## src/hdl/assert_macros.svh

```systemverilog
// ----------------------------------------------------------------------------
// Assertion macros
// Concurrent assertion wrappers that compile to nothing when SYNTH is defined.
// ----------------------------------------------------------------------------
`ifndef ASSERT_MACROS_SVH
`define ASSERT_MACROS_SVH
`ifndef SYNTH
`define RQ_ASSERT(lbl, clk, rst_n, prop) \
    lbl: assert property (@(posedge clk) disable iff (!rst_n) (prop)) \
        else $error("assertion failed");
`define RQ_ASSERT_NEXT(lbl, clk, rst_n, ante, cons) \
    lbl: assert property (@(posedge clk) disable iff (!rst_n) (ante) |=> (cons)) \
        else $error("assertion failed");
`else
`define RQ_ASSERT(lbl, clk, rst_n, prop)
`define RQ_ASSERT_NEXT(lbl, clk, rst_n, ante, cons)
`endif
`endif

```

## src/hdl/rqpi_pkg.sv

```systemverilog
// ----------------------------------------------------------------------------
// Ring queue package
// Shared constants, codes, types and index arithmetic for the ring queue.
// ----------------------------------------------------------------------------
`timescale 1ns / 1ps
`default_nettype none

package rqpi_pkg;

    localparam int SLOTS  = 16;
    localparam int IDX_W  = $clog2(SLOTS);
    localparam int DATA_W = 32;
    localparam int OP_W   = 2;
    localparam int STAT_W = 2;
    localparam int IN_W   = ((DATA_W + 7) / 8) * 8;
    localparam int OUT_W  = ((DATA_W + 2 + STAT_W + 7) / 8) * 8;

    typedef logic [IDX_W-1:0]  idx_t;
    typedef logic [DATA_W-1:0] data_t;

    typedef enum logic [OP_W-1:0] {
        OP_PUSH = 2'd0,
        OP_PRIO = 2'd1,
        OP_POP  = 2'd2
    } op_t;

    typedef enum logic [STAT_W-1:0] {
        ST_DONE  = 2'd0,
        ST_FULL  = 2'd1,
        ST_EMPTY = 2'd2
    } stat_t;

    typedef struct packed {
        logic clr;
        logic en;
    } scan_ctl_t;

    typedef struct packed {
        logic found;
        idx_t pos;
    } scan_res_t;

    // Sum of two slot indices, both below SLOTS, wrapped into the ring.
    function automatic idx_t slot_add(input idx_t a, input idx_t b);
        logic [IDX_W:0] sum;
        sum = {1'b0, a} + {1'b0, b};
        if (sum >= (IDX_W+1)'(SLOTS)) begin
            sum = sum - (IDX_W+1)'(SLOTS);
        end
        return sum[IDX_W-1:0];
    endfunction

    function automatic idx_t slot_inc(input idx_t a);
        return slot_add(a, idx_t'(1));
    endfunction

    // Number of stored entries between head and tail.
    function automatic idx_t slot_fill(input idx_t head, input idx_t tail);
        logic [IDX_W:0] diff;
        if (tail >= head) begin
            diff = {1'b0, tail} - {1'b0, head};
        end else begin
            diff = {1'b0, tail} + (IDX_W+1)'(SLOTS) - {1'b0, head};
        end
        return diff[IDX_W-1:0];
    endfunction

endpackage

`default_nettype wire

```

## src/hdl/rqpi_ram.sv

```systemverilog
// ----------------------------------------------------------------------------
// Generic RAM
// Single write port, single read port, registered read data.
// ----------------------------------------------------------------------------
`timescale 1ns / 1ps
`default_nettype none

module rqpi_ram #(
    parameter int WIDTH = 32,
    parameter int DEPTH = 16
) (
    input  wire logic                     aclk,
    input  wire logic                     we,
    input  wire logic [$clog2(DEPTH)-1:0] waddr,
    input  wire logic [WIDTH-1:0]         wdata,
    input  wire logic [$clog2(DEPTH)-1:0] raddr,
    output logic      [WIDTH-1:0]         rdata
);

    logic [WIDTH-1:0] mem [DEPTH];

    always_ff @(posedge aclk) begin
        if (we) begin
            mem[waddr] <= wdata;
        end
        rdata <= mem[raddr];
    end

endmodule

`default_nettype wire

```

## src/hdl/rqpi_scan.sv

```systemverilog
// ----------------------------------------------------------------------------
// Priority scan unit
// Compares one stored entry per cycle, while ctl.en is set, against the new value and tracks the
// insert position: the last equal entry, else the first greatest smaller one.
// ----------------------------------------------------------------------------
`timescale 1ns / 1ps
`default_nettype none

module rqpi_scan
    import rqpi_pkg::*;
(
    input  wire logic      aclk,
    input  wire scan_ctl_t ctl,
    input  wire data_t     entry,
    input  wire idx_t      entry_idx,
    input  wire data_t     value,
    output scan_res_t      res
);

    logic  found_reg, found_next;
    idx_t  pos_reg, pos_next;
    data_t best_reg, best_next;
    logic  is_less, is_equal, is_better;

    assign is_less   = $signed(entry) < $signed(value);
    assign is_equal  = entry == value;
    assign is_better = $signed(entry) > $signed(best_reg);

    always_comb begin
        found_next = found_reg;
        pos_next   = pos_reg;
        best_next  = best_reg;
        if (ctl.clr) begin
            found_next = 1'b0;
        end else if (ctl.en) begin
            if ((is_less && (!found_reg || is_better)) || is_equal) begin
                found_next = 1'b1;
                pos_next   = entry_idx;
                best_next  = entry;
            end
        end
    end

    always_ff @(posedge aclk) begin
        found_reg <= found_next;
        pos_reg   <= pos_next;
        best_reg  <= best_next;
    end

    assign res.found = found_reg;
    assign res.pos   = pos_reg;

endmodule

`default_nettype wire

```

## src/hdl/ring_queue_with_priority_insert.sv

```systemverilog
// ----------------------------------------------------------------------------
// Ring queue with priority insert
// Circular queue of signed words with tail append, ordered insert and front
// removal; each transfer in returns one status transfer out.
// ----------------------------------------------------------------------------
// Channel   Ports    Contents (lowest bit up)
// input     s_axis   tuser: operation[1:0]; tdata: value[31:0]
// output    m_axis   tdata: front_value[31:0], is_empty, is_full, status[1:0], pad
//
// Plain insert, remove and refused operations go through the S_FRONT and
// S_LOAD states to the result. A priority insert over n stored entries
// scans them with one RAM read per cycle, then appends or, when it goes in
// at position p, moves one entry per cycle to open slot p. The single
// RAM read port sets that pace. Reset empties the queue; the RAM contents
// are not cleared. A stalled result holds the next one back.
// ----------------------------------------------------------------------------
`timescale 1ns / 1ps
`default_nettype none
`include "assert_macros.svh"

module ring_queue_with_priority_insert
    import rqpi_pkg::*;
(
    input  wire logic             aclk,
    input  wire logic             aresetn,
    input  wire logic             s_axis_tvalid,
    output logic                  s_axis_tready,
    input  wire logic [IN_W-1:0]  s_axis_tdata,   // value[31:0]
    input  wire logic [OP_W-1:0]  s_axis_tuser,   // operation[1:0]
    output logic                  m_axis_tvalid,
    input  wire logic             m_axis_tready,
    output logic      [OUT_W-1:0] m_axis_tdata    // front_value, is_empty, is_full, status
);

    typedef enum logic [2:0] {
        S_IDLE,
        S_SCAN,
        S_SHIFT,
        S_FRONT,
        S_LOAD
    } state_t;

    state_t           state_reg, state_next;
    idx_t             head_reg, head_next;
    idx_t             tail_reg, tail_next;
    data_t            val_reg, val_next;
    stat_t            status_reg, status_next;
    idx_t             kr_reg, kr_next;
    logic             cv_reg, cv_next;
    idx_t             ck_reg, ck_next;
    idx_t             sk_reg, sk_next;
    logic             iss_reg, iss_next;
    logic             wv_reg, wv_next;
    idx_t             wk_reg, wk_next;
    logic             m_tvalid_reg, m_tvalid_next;
    logic [OUT_W-1:0] m_tdata_reg, m_tdata_next;

    logic      ram_we;
    idx_t      ram_waddr, ram_raddr;
    data_t     ram_wdata, ram_rdata;
    scan_ctl_t scan_ctl;
    scan_res_t scan_res;

    logic  in_fire;
    logic  q_empty, q_full;
    idx_t  fill, first;
    data_t in_value;

    logic  out_is_empty, out_is_full;
    data_t out_front;
    stat_t out_status;

    assign in_value = s_axis_tdata[DATA_W-1:0];
    assign in_fire  = s_axis_tvalid && s_axis_tready;
    assign q_empty  = head_reg == tail_reg;
    assign q_full   = slot_inc(tail_reg) == head_reg;
    assign fill     = slot_fill(head_reg, tail_reg);
    assign first    = slot_inc(head_reg);

    rqpi_ram #(
        .WIDTH (DATA_W),
        .DEPTH (SLOTS)
    ) u_ram (
        .aclk  (aclk),
        .we    (ram_we),
        .waddr (ram_waddr),
        .wdata (ram_wdata),
        .raddr (ram_raddr),
        .rdata (ram_rdata)
    );

    rqpi_scan u_scan (
        .aclk      (aclk),
        .ctl       (scan_ctl),
        .entry     (ram_rdata),
        .entry_idx (ck_reg),
        .value     (val_reg),
        .res       (scan_res)
    );

    always_comb begin
        state_next    = state_reg;
        head_next     = head_reg;
        tail_next     = tail_reg;
        val_next      = val_reg;
        status_next   = status_reg;
        kr_next       = kr_reg;
        cv_next       = cv_reg;
        ck_next       = ck_reg;
        sk_next       = sk_reg;
        iss_next      = iss_reg;
        wv_next       = wv_reg;
        wk_next       = wk_reg;
        m_tvalid_next = m_tvalid_reg;
        m_tdata_next  = m_tdata_reg;
        ram_we        = 1'b0;
        ram_waddr     = slot_inc(tail_reg);
        ram_wdata     = val_reg;
        ram_raddr     = first;
        scan_ctl      = '0;
        s_axis_tready = state_reg == S_IDLE;

        if (m_tvalid_reg && m_axis_tready) begin
            m_tvalid_next = 1'b0;
        end

        case (state_reg)
            S_IDLE: begin
                if (in_fire) begin
                    val_next    = in_value;
                    status_next = ST_DONE;
                    state_next  = S_FRONT;
                    case (s_axis_tuser)
                        OP_PUSH: begin
                            if (q_full) begin
                                status_next = ST_FULL;
                            end else begin
                                ram_we    = 1'b1;
                                ram_wdata = in_value;
                                tail_next = slot_inc(tail_reg);
                            end
                        end
                        OP_PRIO: begin
                            if (q_full) begin
                                status_next = ST_FULL;
                            end else begin
                                scan_ctl.clr = 1'b1;
                                kr_next      = '0;
                                cv_next      = 1'b0;
                                state_next   = S_SCAN;
                            end
                        end
                        OP_POP: begin
                            if (q_empty) begin
                                status_next = ST_EMPTY;
                            end else begin
                                head_next = first;
                            end
                        end
                        default: begin
                        end
                    endcase
                end
            end
            S_SCAN: begin
                ram_raddr   = slot_add(first, kr_reg);
                scan_ctl.en = cv_reg;
                if (kr_reg != fill) begin
                    kr_next = kr_reg + idx_t'(1);
                    cv_next = 1'b1;
                    ck_next = kr_reg;
                end else begin
                    cv_next = 1'b0;
                end
                if (kr_reg == fill && !cv_reg) begin
                    if (!scan_res.found) begin
                        ram_we     = 1'b1;
                        tail_next  = slot_inc(tail_reg);
                        state_next = S_FRONT;
                    end else begin
                        sk_next    = fill - idx_t'(1);
                        iss_next   = 1'b1;
                        wv_next    = 1'b0;
                        state_next = S_SHIFT;
                    end
                end
            end
            S_SHIFT: begin
                ram_raddr = slot_add(first, sk_reg);
                if (iss_reg) begin
                    wk_next = sk_reg + idx_t'(1);
                    wv_next = 1'b1;
                    if (sk_reg == scan_res.pos) begin
                        iss_next = 1'b0;
                    end else begin
                        sk_next = sk_reg - idx_t'(1);
                    end
                end else begin
                    wv_next = 1'b0;
                end
                if (wv_reg) begin
                    ram_we    = 1'b1;
                    ram_waddr = slot_add(first, wk_reg);
                    ram_wdata = ram_rdata;
                end else if (!iss_reg) begin
                    ram_we     = 1'b1;
                    ram_waddr  = slot_add(first, scan_res.pos);
                    tail_next  = slot_inc(tail_reg);
                    state_next = S_FRONT;
                end
            end
            S_FRONT: begin
                state_next = S_LOAD;
            end
            S_LOAD: begin
                if (!m_tvalid_reg || m_axis_tready) begin
                    m_tvalid_next = 1'b1;
                    m_tdata_next  = '0;
                    m_tdata_next[DATA_W-1:0] = q_empty ? '1 : ram_rdata;
                    m_tdata_next[DATA_W]     = q_empty;
                    m_tdata_next[DATA_W+1]   = q_full;
                    m_tdata_next[DATA_W+2+:STAT_W] = status_reg;
                    state_next = S_IDLE;
                end
            end
            default: begin
                state_next = S_IDLE;
            end
        endcase
    end

    always_ff @(posedge aclk) begin
        if (!aresetn) begin
            state_reg    <= S_IDLE;
            head_reg     <= idx_t'(SLOTS - 1);
            tail_reg     <= idx_t'(SLOTS - 1);
            cv_reg       <= 1'b0;
            iss_reg      <= 1'b0;
            wv_reg       <= 1'b0;
            m_tvalid_reg <= 1'b0;
        end else begin
            state_reg    <= state_next;
            head_reg     <= head_next;
            tail_reg     <= tail_next;
            cv_reg       <= cv_next;
            iss_reg      <= iss_next;
            wv_reg       <= wv_next;
            m_tvalid_reg <= m_tvalid_next;
        end
        val_reg     <= val_next;
        status_reg  <= status_next;
        kr_reg      <= kr_next;
        ck_reg      <= ck_next;
        sk_reg      <= sk_next;
        wk_reg      <= wk_next;
        m_tdata_reg <= m_tdata_next;
    end

    assign m_axis_tvalid = m_tvalid_reg;
    assign m_axis_tdata  = m_tdata_reg;

    assign out_front    = m_tdata_reg[DATA_W-1:0];
    assign out_is_empty = m_tdata_reg[DATA_W];
    assign out_is_full  = m_tdata_reg[DATA_W+1];
    assign out_status   = stat_t'(m_tdata_reg[DATA_W+2+:STAT_W]);

    `RQ_ASSERT_NEXT(a_busy_after_accept, aclk, aresetn, in_fire, !s_axis_tready)
    `RQ_ASSERT(a_empty_front, aclk, aresetn, !(m_tvalid_reg && out_is_empty) || (out_front == '1))
    `RQ_ASSERT(a_full_refusal, aclk, aresetn, !(m_tvalid_reg && out_status == ST_FULL) || out_is_full)
    `RQ_ASSERT(a_not_both, aclk, aresetn, !(q_empty && q_full))

endmodule

`default_nettype wire

```

## config.mk

```make
export PLATFORM = sky130hd
export DESIGN_NAME = ring_queue_with_priority_insert
export DESIGN_NICKNAME = d
export VERILOG_FILES = /design/src/hdl/rqpi_pkg.sv /design/src/hdl/rqpi_ram.sv /design/src/hdl/rqpi_scan.sv /design/src/hdl/ring_queue_with_priority_insert.sv
export VERILOG_INCLUDE_DIRS = /design/src /design/src/hdl
export SDC_FILE = /design/constraint.sdc
export NUM_CORES = 1
export LEC_CHECK = 0
export ABC_AREA = 1
export BUFFER_PORTS_ARGS = -buffer_cell sky130_fd_sc_hd__buf_2
export CORE_UTILIZATION = 55
export DETAILED_ROUTE_END_ITERATION = 16
export MAX_ROUTING_LAYER = met4
export PLACE_DENSITY = 0.72
export SYNTH_ARGS = -nofsm -noshare
export SYNTH_HDL_FRONTEND = slang
export SYNTH_HIERARCHICAL = 1
export SYNTH_SLANG_ARGS = --single-unit
```

## constraint.sdc

```tcl
create_clock -name aclk -period 7.45 [get_ports aclk]
set_input_delay 1.49 -clock aclk [delete_from_list [all_inputs] [get_ports aclk]]
set_output_delay 1.49 -clock aclk [all_outputs]
set_load 0.1 [all_outputs]
```

# --- After elaboration in Yosys (flattened, before gate mapping) ---
# Memories as Yosys holds them, arrays and structs flattened. A register that Yosys moved wholly into a read port is not among the register bits.
# Index checks and enable logic that the tools add are counted.
# Widths: inputs -> output; s select.
op_classes:
  n_mux: 77
  mul: 0
  reduce_logical: 29
  div_mod_pow: 0
  magnitude_cmp: 9
  eq_ne: 25
  add_sub_neg: 19
  n_shift: 0
  n_bitwise: 2
op_table:
  columns: ["operator", "n"]
  rows:
  - ["$mux 32", 4]
  - ["$mux 4", 25]
  - ["$pmux 32 s2", 1]
  - ["$eq 32x32->1", 1]
  - ["$gt 32x32->1", 1]
  - ["$lt 32x32->1", 1]
  - ["$sub 4x1->4 const B", 8]
  - ["$ge 5x5->1 const B", 6]
  - ["$mux 1", 29]
  - ["$pmux 4 s2", 3]
  - ["$add 4x4->5", 4]
  - ["$ne 2x2->1 const B", 9]
  - ["$eq 4x4->1", 4]
  - ["$mux 3", 5]
  - ["$pmux 3 s5", 1]
  - ["$reduce_and 5->1", 3]
  - ["$add 4x1->4 const B", 3]
  - ["$pmux 4 s3", 1]
  - ["$add 4x1->5 const B", 2]
  - ["$reduce_and 2->1", 5]
  - ["$ne 2x1->1 const B", 4]
  - ["$reduce_and 4->1", 2]
  - ["$reduce_and 8->1", 1]
  - ["$sub 4x4->4", 2]
  - ["other kinds (21)", 36]
totals:
  inputBits: 38
  mem_count: 1
  latch_bits: 0
  elab_cells: 180
  ramBits: 512
  rom_bits: 0
  regBits: 138
  out_inout_bits: 42
memory_table:
  columns: ["name", "depth", "word_bits", "rd", "rd_ports_with_merged_regs", "write_ports", "line_no", "source"]
  rows:
  - ["u_ram.mem", 16, 32, 1, 1, 1, "rqpi_ram.sv:20", "logic [WIDTH-1:0] mem [DEPTH];"]

# --- Longest topological paths before layout ---
# Gate-level depths: netlist of the first run.
depth:
  depth_word: 10
  ltp_mapped: 20
  ltp_nobuf: 18

# --- Hierarchy ---
# Netlist of the first run, hierarchy kept.
by_module_without_submodules:
  columns: ["mod", "area_per_inst_um2", "cells_per_inst", "instances", "seq_area_each_um2"]
  rows:
  - ["rqpi_ram", 22730.6, 2120, 1, 16015.4]
  - ["ring_queue_with_priority_insert", 6097.1, 740, 1, 2882.8]
  - ["rqpi_scan", 2941.6, 335, 1, 1101.1]

# --- Worst setup path after synthesis of the first run ---
# OpenSTA, ideal clock, no wires.
synth_timing:
  kind: "input port to flip-flop"
  from: "in s_axis_tvalid"
  to: "mem u_ram.mem[12][0], enable pin"
  arrival_ns: 4.247
  path_buffers: 1
  stages: 7
  setup_ns: 0.421
  t_required_ns: 7.029
  slack_ns: 2.781
  cell_sequence: "inv_1 nor2_4 nand3_4 buf_2 nand3_1 nand3_1 nor2_1"
synth_via:
  elab_chain_len: 5
synth_lines:
  columns: ["element", "line_no", "source"]
  rows:
  - ["from (decl)", "ring_queue_with_priority_insert.sv:26", "input wire logic s_axis_tvalid,"]
  - ["$logic_and 1x1->1", "ring_queue_with_priority_insert.sv:74", "assign in_fire = s_axis_tvalid && s_axis_tready;"]
  - ["$mux 1", "ring_queue_with_priority_insert.sv:129", "if (in_fire) begin"]
  - ["$pmux 1 s3", "ring_queue_with_priority_insert.sv:127", "case (state_reg)"]
  - ["via ram_we", "ring_queue_with_priority_insert.sv:58", "logic ram_we;"]
  - ["$mux 1", "rqpi_ram.sv:23", "if (we) begin"]
  - ["$mux 1 (implied by the code)", "rqpi_ram.sv:24", "mem[waddr] <= wdata;"]
  - ["to (decl)", "rqpi_ram.sv:20", null]
# The timed path passes the listed nets, and every way through them passes these cells.

# --- Worst setup path after layout of the first run ---
layout_timing:
  from: "reg state_reg[2]"
  to: "reg u_ram.rdata[28], read port of u_ram.mem"
layout_via:
  elab_chain_len: 2
  elab_cells_between_ends: 3
  cone_classes: "eq/ne: 2; mux: 1"
layout_lines:
  columns: ["element", "line_no", "source"]
  rows:
  - ["from (decl)", "ring_queue_with_priority_insert.sv:43", "state_t state_reg, state_next;"]
  - ["from (signal assigned)", "ring_queue_with_priority_insert.sv:242", "state_reg <= state_next;"]
  - ["$eq 3x2->1 or $eq 3x1->1 (tied branches)", "ring_queue_with_priority_insert.sv:127", null]
  - ["$pmux 4 s2 *", "ring_queue_with_priority_insert.sv:127", null]
  - ["via ram_raddr[1]", "ring_queue_with_priority_insert.sv:59", "idx_t ram_waddr, ram_raddr;"]
  - ["to (decl)", "rqpi_ram.sv:17", "output logic [WIDTH-1:0] rdata"]
# Mark *: on every way through the listed nets, which the timed path passes. The rest lies on a longest branch.
# A chain may end at the register's enable or synchronous reset.

==> results.yml, run 1 <==
logic_synthesis:
  ys_seq_elements: 682
  synth_area_per_cell_um2: 9.943
  synth_cell_types: 46
  synth_area_leaders: "edfxtp_1, nand2_1, inv_1, nand3_1, ha_1"
  yosys_warnings: 6
  netlist_area_mm2: 0.03177
  synth_top_cells_by_count: "nand2_1, edfxtp_1, inv_1"
  synth_area_leader_cell: "edfxtp_1"
  syn_inst: 3195
  ys_async_sr_fraction_pct: 0
  ys_seq_area_share_pct: 62.95
  synth_edf_count: 634
  synth.most_common_cell: "nand2_1"
  yosysTopAreaCellShare_pct: 59.93
  synth-main-ff-cell: "edfxtp_1"
clocking:
  clk_path_buf_depth: 3
  cts_max_level: 3
  cts_resized: 0
  post_cts_buffers: 0
  holdBufCountCts: 0
  cts_inserted_buffers: 70
  cts_tree: "built"
  clk-insertion-delay-late_ps: 610
  cts.root.buffer_cell: "clkbuf_16"
  cts.clk_slew.worst_paths_ps: 60
  clock-sinks: 682
sta:
  relSlewSlack_pct: 22.83
  rsz0062_at_grt: "false"
  finalMaxSlewViolations: 0
  tightest_slew_ps: 1157
  tns_ps: 0
  clock_skew_ps: 21.47
  min_period_ps: 5507
  setup_viol: 0
  fin_crit_sh_pct: 73.92
  timing.fmax_mhz: 181.6
  hold_viol_final: 0
power:
  vdd_drop_max_mv: 0.5106
  power_density_mw_per_mm2: 474.0
  p_leak_nw: 15.38
final_layout:
  syn_to_final_growth_pct: 10.25
  diodes: 0
  utilization_pct: 61.76
  drive_gt1_share_pct: 9.402
  top_register: "u_ram/mem"
  final_nets: 3363
  largest_reg_flops: 512
floorplan:
  die_x_um: 242.3
  initial_core_util_pct: 56.02
  row_count: 87
  die-area_mm2: 0.05873
  die_height_um: 242.3
  boundaryPins: 80
  core_mm2: 0.05671
routing:
  wl_um: 77840
  drt_iter0_markers: 2675
  routedWlPerCell_um: 19.21
  ant_nets: 0
  drc_errors: 0
  avgViaCountPerCell: 5.483
  drt_pass1_iterations: 11
  num_vias: 22224
worst_setup_path:
  end_kind: "flop"
  worstPathRequired_ps: 7980
  path_class: "reg2reg"
  startpoint_type: "flop"
  worst-endpoint-arrival_ps: 6040
  cp_max_fo: 93
place:
  dp_hpwl_um: 46190
  routabilityCongestion: 0.9178
  io_buffers: 75
grt:
  grt_pass1_vias: 20974
  grt_max_degree: 169
  grt.overflow.total: 0
  grt_pass1_wl_um: 120500
  grt_antenna_before_repair: 0
  grt_use_total_pct: 27.50
status:
  outcome: "finished, final reports clean"
job:
  cap_violations: 0
min_path:
  hold_class: "reg2reg"
cell type report:
type	count	area, µm²
Multi-Input combinational cell	1790	8867
Fill cell	4484	21690
Timing Repair Buffer	107	628.1
Inverter	589	2223
Sequential cell	682	20000
Clock inverter	45	474.2
Clock buffer	84	1888
Tap cell	756	945.9
through the flow:
step | area [µm²] | cells | hold slack [ps] | power (mW) | setup WS (ps)
CTS | 35030 | 4053 | 420.5 | 16.56 | 1967
detailed placement | 32660 | 3924 | 405.6 | 12.95 | 2028
floorplan | 31780 | 3198 | 400.3 | 10.97 | 2781
global route | 35030 | 4053 | 428.1 | 17.59 | 1610
finish | 35030 | 4053 | 419.5 | 16.60 | 1943
global placement | 32660 | 3924 | 402.1 | 12.74 | 2179
layer usage:
layer,GRT usage [%],vias up,wire length (µm)
met5,-,-,0
met2,41.93,1084,36130
met1,38.59,10545,33320
met3,3.689,145,6587
li1,-,10450,-
met4,8.153,0,1799
cell families (layout without fill, tap and decap cells):
logic type / count (synthesis) / in the layout / synth area share, %
compound gates: 167 / 167 / 2.918
buf+inv: 726 / 825 / 9.740
flops: 682 / 682 / 62.95
xor+xnor: 18 / 18 / 0.4962
other cells: 1 / 4 / 0.01180
simple gates: 1516 / 1516 / 20.44
fa+ha+maj: 85 / 85 / 3.442
critical path, cell delays in order (launching register included):
cell,delay (ps)
dfxtp_1,350
nor2_4,700
nand2_2,310
inv_2,660
o21ai_0,180
inv_1,90
ha_1,140
inv_1,60
fa_1,570
o21ai_4,70
buf_4,330
inv_4,900
buf_4,520
nand3_1,140
nand3_1,110
nand3_1,90
nand2_1,110
cells in the final DEF (no fill, tap or decap), drive strengths merged:
cell type,n
or2,34
o211ai,7
clkinv,34
dfxtp,48
clkinvlp,3
o21ai,52
xnor2,2
nor3,6
clkbuf,84
edfxtp,634
fa,4
nand3,426
o41ai,1
nor2,105
buf,107
a31oi,30
a211oi,3
bufinv,9
a21o,4
nand4,17
and3,1
nand2,925
xor2,16
nand3b,2
a21oi,67
conb,4
o21a,2
inv,588
a22oi,1
ha,81
power breakdown:
group	total [mW]	internal, mW	leakage [nW]	switching (mW)
Combinational	7.05	1.92	8.11	5.14
Clock	3.59	2.13	1.16	1.46
Sequential	5.96	5.53	6.10	0.430
path summary, 6_finish.rpt:
| path | start | endpoint | slack (ps) | cells past startpoint |
|---|---|---|---|---|
| min reg2reg | ck_reg[0] | u_scan/pos_reg[0] | 420 | 0 |
| max reg2reg | state_reg[2] | u_ram/rdata[28] | 1940 | 16 |
| max | state_reg[2] | u_ram/rdata[28] | 1940 | 16 |
| min | ck_reg[0] | u_scan/pos_reg[0] | 420 | 0 |
(Power assumes the default switching activity.)
==> run 2: changes to the inputs <==
clock period = 5.7 ns   (was 7.45 ns; I/O delays follow)
==> results.yml, run 2 (synthesis gave the netlist of run 1 again) <==
clocking:
  cts_tree: "built"
  clock-sinks: 682
  cts_inserted_buffers: 73
  cts.clk_slew.worst_paths_ps: 50
  holdBufCountCts: 0
  cts.root.buffer_cell: "clkbuf_16"
  clk-insertion-delay-late_ps: 630
  cts_max_level: 3
  cts_resized: 0
  post_cts_buffers: 0
  clk_path_buf_depth: 3
routing:
  avgViaCountPerCell: 5.491
  drt_pass1_iterations: 6
  ant_nets: 0
  wl_um: 76720
  drc_errors: 0
  num_vias: 22279
  drt_iter0_markers: 2459
  routedWlPerCell_um: 18.91
worst_setup_path:
  cp_max_fo: 38
  ff2ff_setup_slack_ps: 1350
  path_class: "reg2reg"
  worstPathRequired_ps: 6000
  startpoint_type: "flop"
  worst-endpoint-arrival_ps: 4650
  end_kind: "flop"
floorplan:
  boundaryPins: 80
  row_count: 87
  die_height_um: 242.3
  die_x_um: 242.3
  initial_core_util_pct: 56.02
  die-area_mm2: 0.05873
  core_mm2: 0.05671
sta:
  hold_viol_final: 0
  finalMaxSlewViolations: 0
  clock_skew_ps: 34.80
  setup_viol: 0
  min_period_ps: 4348
  relSlewSlack_pct: 15.00
  fin_crit_sh_pct: 76.28
  rsz0062_at_grt: "false"
  tightest_slew_ps: 1272
  tns_ps: 0
  timing.fmax_mhz: 230.0
grt:
  grt.overflow.total: 0
  grt_antenna_before_repair: 2
  grt_pass1_wl_um: 118900
  grt_max_degree: 199
  grt_use_total_pct: 26.99
  grt_pass1_vias: 21394
final_layout:
  multiInputGateArea_mm2: 0.008867
  final_common_cell: "nand2_1"
  largest_reg_flops: 512
  drive_gt1_share_pct: 9.179
  regArea_mm2: 0.02000
  fill_cells: 4514
  syn_to_final_growth_pct: 10.23
  top_register: "u_ram/mem"
  final_nets: 3368
  final_cell_mix: "nand2_1, edfxtp_1, inv_1"
  diodes: 0
place:
  routabilityCongestion: 0.9449
  io_buffers: 75
  dp_hpwl_um: 46780
power:
  power_density_mw_per_mm2: 621.5
  vdd_drop_max_mv: 0.7195
  total_power_mw: 21.77
  p_leak_nw: 15.36
min_path:
  hold_class: "reg2reg"
job:
  cap_violations: 0
status:
  outcome: "finished, final reports clean"
-- run 2: cell count changes in the layout (fill, tap and decap cells not counted), sizes merged --
cell | before | now
inv | 588 | 590
clkbuf | 84 | 101
clkinv | 34 | 23
clkinvlp | 3 | 1
buf | 107 | 109
bufinv | 9 | 5
-- run 2: where the power goes --
group	internal, mW	switching, mW	total (mW)
combinational	2.54	6.83	9.37
clock	2.69	1.91	4.60
sequential	7.24	0.547	7.79
-- run 2: area by class of cell --
type,count,share of cell area (%)
clock buffer,101,5.720
multi-input combinational,1790,25.32
tap,756,2.701
clock inverter,30,0.8897
timing repair buffer,109,1.908
sequential,682,57.11
inverter,589,6.349
-- run 2: per-stage QoR --
stage          hold slack [ps]  std cells  cell area (µm²)  setup slack, ps  util (%)
4_1_cts                  418.6       4057            35020             1424     61.75
2_1_floorplan            400.3       3198            31780             1381         -
5_1_grt                  418.6       4057            35020             1181     61.75
3_5_place_dp             406.6       3926            32700             1451     57.67
3_3_place_gp             403.2       3926            32700             1490     57.67
6_report                 417.8       4057            35020             1352     61.75
-- run 2: final timing paths --
kind | start | end | cells past startpoint
worst min register to register | ck_reg[2] | u_scan/pos_reg[2] | 0
worst min-delay path | ck_reg[2] | u_scan/pos_reg[2] | 0
worst max-delay path | state_reg[2] | u_ram/mem[1][19] | 10
worst max register to register | state_reg[2] | u_ram/mem[1][19] | 10
-- run 2: metal layers --
metal  vias to the layer above  routed length, µm  part of all wire, %  GRT usage [%]
met5                         -                  0                    0              -
met4                         0               2149                  2.8          8.749
met3                       159               7303                  9.5          4.730
met2                      1061              35580                   46          41.40
met1                     10598              31690                   41          36.60
li1                      10461                  -                    -              -
-- run 2: critical path, stage by stage (launching register included) --
cell and delay, ps:
dfxtp_1 350, nor2_4 110, buf_4 380, nand2_2 270, inv_2 180, buf_4 410, o21ai_1 230, a211oi_1 510
nand2_1 400, nor2_4 770, buf_4 370
